<file path="src/rtl/pgf_pkg.sv">
// ============================================================================
// pgf_pkg
// Shared widths, register indexes and the item type for the pairwise
// gravity force block.
// ============================================================================
package pgf_pkg;

    localparam int COORD_W     = 32;
    localparam int MASS_W      = 32;
    localparam int DELTA_W     = 33;   // magnitude of a coordinate difference
    localparam int SUMSQ_W     = 66;   // dx^2 + dy^2
    localparam int LIMSQ_W     = 64;   // min_distance^2
    localparam int ROOT_W      = 33;   // floor(sqrt(sumsq))
    localparam int GM_W        = 64;   // G * m1
    localparam int PROD_W      = 96;   // G * m1 * m2
    localparam int PART_W      = 65;   // 32-bit limb of PROD times a delta
    localparam int HALFPROD_W  = 66;   // 33 x 33 partial product
    localparam int NUM_W       = 129;  // PROD * |delta|
    localparam int DEN_W       = 99;   // sumsq * root
    localparam int MAG_W       = 47;   // clamped quotient magnitude
    localparam int FORCE_W     = 48;
    localparam int IN_DATA_W   = 192;
    localparam int OUT_DATA_W  = 192;
    localparam int CFG_INDEX_W = 8;
    localparam int CFG_DATA_W  = 32;

    localparam int FIFO_DEPTH  = 4;
    localparam int FIFO_PTR_W  = 2;
    localparam int ROOT_STAGES = 33;
    localparam int DIV_LAT     = MAG_W + 1;

    localparam logic [CFG_INDEX_W-1:0] REG_GRAVITY = 8'd0;
    localparam logic [CFG_INDEX_W-1:0] REG_CUTOFF  = 8'd1;

    localparam logic [CFG_DATA_W-1:0] CUTOFF_RESET = 32'd327680;
    localparam logic [MAG_W-1:0]      MAG_MAX      = {MAG_W{1'b1}};

    // one classified item between front and back
    typedef struct packed {
        logic [DELTA_W-1:0] ax;
        logic [DELTA_W-1:0] ay;
        logic               sx;
        logic               sy;
        logic [MASS_W-1:0]  m1;
        logic [MASS_W-1:0]  m2;
        logic [SUMSQ_W-1:0] sumsq;
        logic               applied;
    } pgf_item_t;

    // sign and flag bits that ride along with the dividers
    typedef struct packed {
        logic sx;
        logic sy;
        logic applied;
    } pgf_tag_t;

endpackage

</file>
<file path="src/rtl/pgf_fifo.sv">
// ============================================================================
// pgf_fifo
// Short queue of classified items between the front and the back.
// ============================================================================
module pgf_fifo (
    input  logic                aclk,
    input  logic                aresetn,
    input  logic                push_valid,
    output logic                push_ready,
    input  pgf_pkg::pgf_item_t  push_item,
    output logic                pop_valid,
    input  logic                pop_ready,
    output pgf_pkg::pgf_item_t  pop_item
);
    import pgf_pkg::*;

    pgf_item_t               mem_reg [0:FIFO_DEPTH-1];
    logic [FIFO_PTR_W-1:0]   wr_ptr_reg, rd_ptr_reg;
    logic [FIFO_PTR_W:0]     count_reg;
    logic                    push, pop;

    assign push_ready = count_reg != (FIFO_PTR_W+1)'(FIFO_DEPTH);
    assign pop_valid  = count_reg != '0;
    assign push       = push_valid && push_ready;
    assign pop        = pop_valid && pop_ready;
    assign pop_item   = mem_reg[rd_ptr_reg];

    always_ff @(posedge aclk) begin
        if (!aresetn) begin
            wr_ptr_reg <= '0;
            rd_ptr_reg <= '0;
            count_reg  <= '0;
        end else begin
            if (push) wr_ptr_reg <= wr_ptr_reg + 1'b1;
            if (pop)  rd_ptr_reg <= rd_ptr_reg + 1'b1;
            if (push && !pop)      count_reg <= count_reg + 1'b1;
            else if (pop && !push) count_reg <= count_reg - 1'b1;
        end
    end

    always_ff @(posedge aclk) begin
        if (push) mem_reg[wr_ptr_reg] <= push_item;
    end

endmodule

</file>
<file path="config.mk">
export PLATFORM = sky130hd
export DESIGN_NAME = pgf_fifo
export DESIGN_NICKNAME = d
export VERILOG_FILES = /design/src/rtl/pgf_pkg.sv /design/src/rtl/pgf_fifo.sv
export SDC_FILE = /design/constraint.sdc
export NUM_CORES = 1
export LEC_CHECK = 0
export BUFFER_PORTS_ARGS = -buffer_cell sky130_fd_sc_hd__buf_2
export CAP_MARGIN = 30
export CORE_AREA = 8 8 338 340
export DETAILED_ROUTE_END_ITERATION = 7
export DIE_AREA = 0 0 346 348
export SETUP_SLACK_MARGIN = 0.3
export SLEW_MARGIN = 10
export SYNTH_ARGS = -nofsm -noshare
export SYNTH_HDL_FRONTEND = slang
export SYNTH_SLANG_ARGS = --single-unit
</file>
<file path="constraint.sdc">
create_clock -name aclk -period 12.36 [get_ports aclk]
set_clock_uncertainty 0.05 [all_clocks]
set_input_delay 2.472 -clock aclk [delete_from_list [all_inputs] [get_ports aclk]]
set_output_delay 2.472 -clock aclk [all_outputs]
set_load 0.05 [all_outputs]
</file>
[Word level (Yosys, flattened, before mapping)]
Memory sizes are Yosys's and may differ from the RTL's. A register that Yosys moved wholly into a read port is not among the register bits.
Index checks and enable logic that the tools add are counted.
Word-level totals
  bits in registers: 7
  bits in writable memories: 796
  input bits: 203
  output and inout bits: 201
  word-level logic and storage cells: 23
  memories kept: 1
Memories
  mem_reg: words 4, width 199, read ports 1, clocked after Yosys merged registers in 1, write ports 1, line pgf_fifo.sv:17  | pgf_item_t mem_reg [0:FIFO_DEPTH-1];
Operators by class
  $add $sub $neg: 4
  eq/ne operators: 1
  mux-type cells: 6
  reductions and logical operators: 8
Operators by type and width (count)
  2-to-1 mux 3 bit: 2
  adder 2 x 1 -> 2 bit, second input constant: 2
  logical AND 1 bit: 4
  2-to-1 mux 2 bit: 2
  adder 3 x 1 -> 3 bit, second input constant: 1
  inequality test 3 bit, second input constant: 1
  nonzero test 3 bit: 1
  subtractor 3 x 1 -> 3 bit, second input constant: 1
  zero test 1 bit: 2
  2-to-1 mux 1 bit: 2
  nonzero test 2 bit: 1

[Logic depth before layout (Yosys ltp)]
  depth after elaboration: 6
  gate-level depth with buffers: 8
  depth with buffers taken out: 8

[Worst setup path after synthesis]
No wires, ideal clock.
  kind: input to register
  from: input port push_valid
  to: memory mem_reg[0][0] (netlist bit), enable pin
  arrival: 7326 ps
  data required time: 11726 ps
  path slack: 4400 ps
  stages: 2
  path buffers: 0
  cell sequence: a21boi_2 -> and2_1
Between the ends
  word-level cells in the longest chain between the ends: 3
RTL lines
  start: declaration: line pgf_fifo.sv:8  | input logic push_valid,
  logical AND 1 bit: line pgf_fifo.sv:24  | assign push = push_valid && push_ready;
  2-to-1 mux 1 bit: line pgf_fifo.sv:42  | if (push) mem_reg[wr_ptr_reg] <= push_item;
  2-to-1 mux 1 bit (implied by the code): line pgf_fifo.sv:42
  end: declaration: line pgf_fifo.sv:17
No other way between the ends.

==> results.rst <==
.. list-table::
   :header-rows: 1

   * - Metric
     - Value
   * - Outcome
     - finished clean
   * - Global-route wire length before repair
     - 92.0 mm
   * - Worst hold path class
     - reg2reg
   * - Portion of synthesized cell area occupied by the leading cell type
     - 82.0%
   * - Synthesized netlist net count
     - 1296
   * - Distinct cell type count of the synthesized netlist
     - 23
   * - Die width
     - 346 microns
   * - Buffers inserted by post-CTS timing repair
     - 0
   * - Area overhead of the layout relative to synthesis
     - 22.7%
   * - Highest clock rate
     - around 160 MHz
   * - Die Footprint
     - 120000 sq um
   * - Starting DRC count in detailed routing
     - 726
   * - Startpoint type of the worst setup path
     - flop
   * - GP Congestion
     - 0.711
   * - Pleak
     - 0.0117 uW
   * - Post-synthesis instance area
     - 29200 sq um
   * - Rows
     - 122
   * - Number of buffer cells added on primary ports
     - 403
   * - Type of the worst setup path
     - reg2out
   * - Num Clock Sinks
     - just over 800
   * - Post-Route Hold Slack
     - between 400 and 500 ps
   * - Ratio of final minimum period to clock period
     - 51.4%
   * - Vias per std cell
     - 4.26
   * - Vias in the first global route
     - 14322
   * - Mapped Avg Cell Area
     - 26.8 sq um
   * - Share of cell area taken by muxes after synthesis
     - 15.5%
   * - Min Tclk post-route
     - 6360 ps
   * - Post-Synth XOR/XNOR Area
     - less than 1%
   * - Core Util, Final
     - 32.7%
   * - Pin count of the biggest net entering global routing
     - 95
   * - CTS tree
     - built
   * - Area contributors post-synth
     - edfxtp_1, mux4_2, dfxtp_1
   * - Slew at the pin closest to its max-slew limit
     - 970 ps
   * - Antenna Nets Post-Route
     - 0
   * - Arithmetic-cell share of the synthesized area counting full adders, half adders and majority gates
     - 0.283%
   * - Max-slew violation count
     - 0
   * - H-Tree Depth
     - 3
   * - Clock buffers created by TritonCTS
     - 85
   * - Iteration count of the initial detailed-routing pass
     - 4
   * - Final-layout setup total negative slack
     - 0 ps
   * - Arrival time of the worst setup path
     - 3840 ps
   * - Hold EP
     - wr_ptr_reg[1]$_SDFFE_PN0P_
   * - I/O pin count
     - 404
   * - Max-slew headroom at the worst pin
     - 35.4%
   * - Cell at the root of the clock tree
     - clkbuf_16
   * - Library cell with the largest summed area after synthesis
     - edfxtp_1
   * - Clock transition time at the flip-flop clock pins of the worst setup and hold paths
     - 60 ps
   * - Max reg flops
     - between 700 and 800
   * - Die height
     - roughly 350 microns
   * - Share of synthesized cell area in and, or, nand and nor gates
     - less than 1%
   * - HPWL Detailed
     - 38.9 mm
   * - Critical register-to-register path endpoint
     - mem_reg[0][80]$_DFFE_PP_
   * - Nets@finish
     - roughly 1800
   * - Maximum buffer depth of the clock tree
     - 3
   * - Sequential fraction of the synthesis area
     - 82.6%
   * - CTS Hold Buffers Added
     - 0
   * - Global router's overall resource usage
     - 9.98%
   * - Number of DRC violations after detailed routing
     - 0
   * - Crit-path max FO
     - around 40
   * - Vias after detailed routing
     - roughly 13000
   * - Cell count after synthesis
     - approximately 1100
   * - Seq cells post-synth
     - 805
   * - Starting density of the core
     - 26.7%
   * - Combinational family with the most area after synthesis
     - multiplexers
   * - Setup violations, final
     - 0
   * - GRT overflow
     - 0
   * - Number of cells on the worst reg-to-reg path
     - 5
   * - Setup slack on the worst flop-to-flop path
     - 8800 ps
   * - Max-capacitance violation count
     - 0
   * - Worst R2R Start
     - count_reg[0]$_SDFFE_PN0P_
   * - Initial antenna violation count
     - 29
   * - Area of the placeable core
     - 109000 sq um
   * - Hold depth
     - 2
   * - Endpoint type of the worst setup path
     - primary output
   * - Power per cell area
     - 239 nW/um^2
   * - Final routed wirelength across all metal layers
     - 61.6 mm
   * - Count of final hold-check violations
     - 0
   * - RSZ-0062 raised after global routing
     - no
   * - Worst IR drop on VDD
     - 0.000175 V
   * - Post-synthesis compound-gate area fraction
     - 0.137%
   * - Data required time of the worst path
     - 9840 ps
   * - Start point of the worst min-delay path
     - wr_ptr_reg[1]$_SDFFE_PN0P_
   * - Clock latency of the later-clocked register in the worst-skew pair
     - ~630 ps
   * - Post-CTS Resized
     - 0
   * - Mean routed wirelength per cell
     - 20.1 microns
   * - Total of warnings raised by yosys
     - 0
   * - Layout cells sized above 1
     - between 40% and 50%
## Yosys cell counts, drive strengths merged
| cell type | n |
|---|---|
| a21boi | 2 |
| and2 | 8 |
| buf | 43 |
| clkbuf | 2 |
| dfxtp | 9 |
| edfxtp | 796 |
| fa | 1 |
| ha | 5 |
| inv | 3 |
| mux2i | 3 |
| mux4 | 199 |
| nand2 | 5 |
| nor2 | 1 |
| nor2b | 1 |
| o21ai | 1 |
| o311ai | 1 |
| o31ai | 1 |
| or3 | 2 |
| xnor2 | 3 |
| xor2 | 1 |
## worst max path at each step
stage / to / slack, ps / depth (start not counted)
after detailed placement: pop_item[117] / 6510 / 4
after floorplan: mem_reg[0][0]$_DFFE_PP_ / 4400 / 2
final: pop_item[116] / 6000 / 4
after CTS: pop_item[116] / 5770 / 4
after global routing: pop_item[116] / 5620 / 4
after global placement: pop_item[117] / 6560 / 4
## layer usage
metal | routed length, microns | global-route usage (%) | vias to the layer above
met5 | 188 | 0 | -
met4 | 1330 | 3.22 | 30
met3 | 5800 | 4.12 | 113
met2 | 31100 | 17.0 | 444
met1 | 23300 | 11.4 | 6768
li1 | - | - | 5701
## per-stage QoR
step | instance area, sq um | setup WS, ps | power [uW] | instances
3_3_place_gp | 32800 | 6560 | 6090 | 2889
6_report | 35800 | 6000 | 8540 | 3065
3_5_place_dp | 32800 | 6510 | 6120 | 2889
4_1_cts | 35600 | 5770 | 8680 | 3045
2_1_floorplan | 29200 | 4400 | 5530 | 1087
5_1_grt | 35700 | 5620 | 8880 | 3051
## critical path, cell delays in order (launching register included)
cell and delay, ps:
dfxtp_4 790, buf_4 690, buf_4 750, mux4_2 610, buf_2 230
## kinds of logic (layout without fill, tap and decap cells)
group	after synthesis	in the layout
flip-flops	805	805
multiplexers	202	202
buffers and inverters	48	584
AND/OR/NAND/NOR	17	17
adder cells (fa/ha/maj)	6	6
AO/OA/AOI/OAI	5	5
XOR/XNOR	4	4
other	0	16
## cell type report
class / instances / area, sq um
repair buffers: 425 / 2270
multi-input cells: 234 / 4770
clock inverters: 52 / 561
clock buffers: 104 / 2250
diodes: 16 / 40.0
flip-flops and latches: 805 / 24100
well taps: 1426 / 1780
inverters: 3 / 11.3
fillers: 10257 / 73500
## power by group
part	switching, uW	leakage (uW)	internal [uW]	total, uW
logic	1830	0.00291	762	2600
registers	102	0.00737	3310	3420
clock network	1030	0.00138	1500	2520
## placed cells by master, fill, tap and decap left out, types with 5 or more instances in the layout
master,count
nand2_1,5
clkbuf_16,86
dfxtp_1,7
ha_1,5
mux4_2,199
clkbuf_1,15
edfxtp_1,796
bufinv_16,9
buf_4,17
clkinv_2,15
clkinv_1,14
buf_2,403
diode_2,16
(Power assumes the default switching activity.)
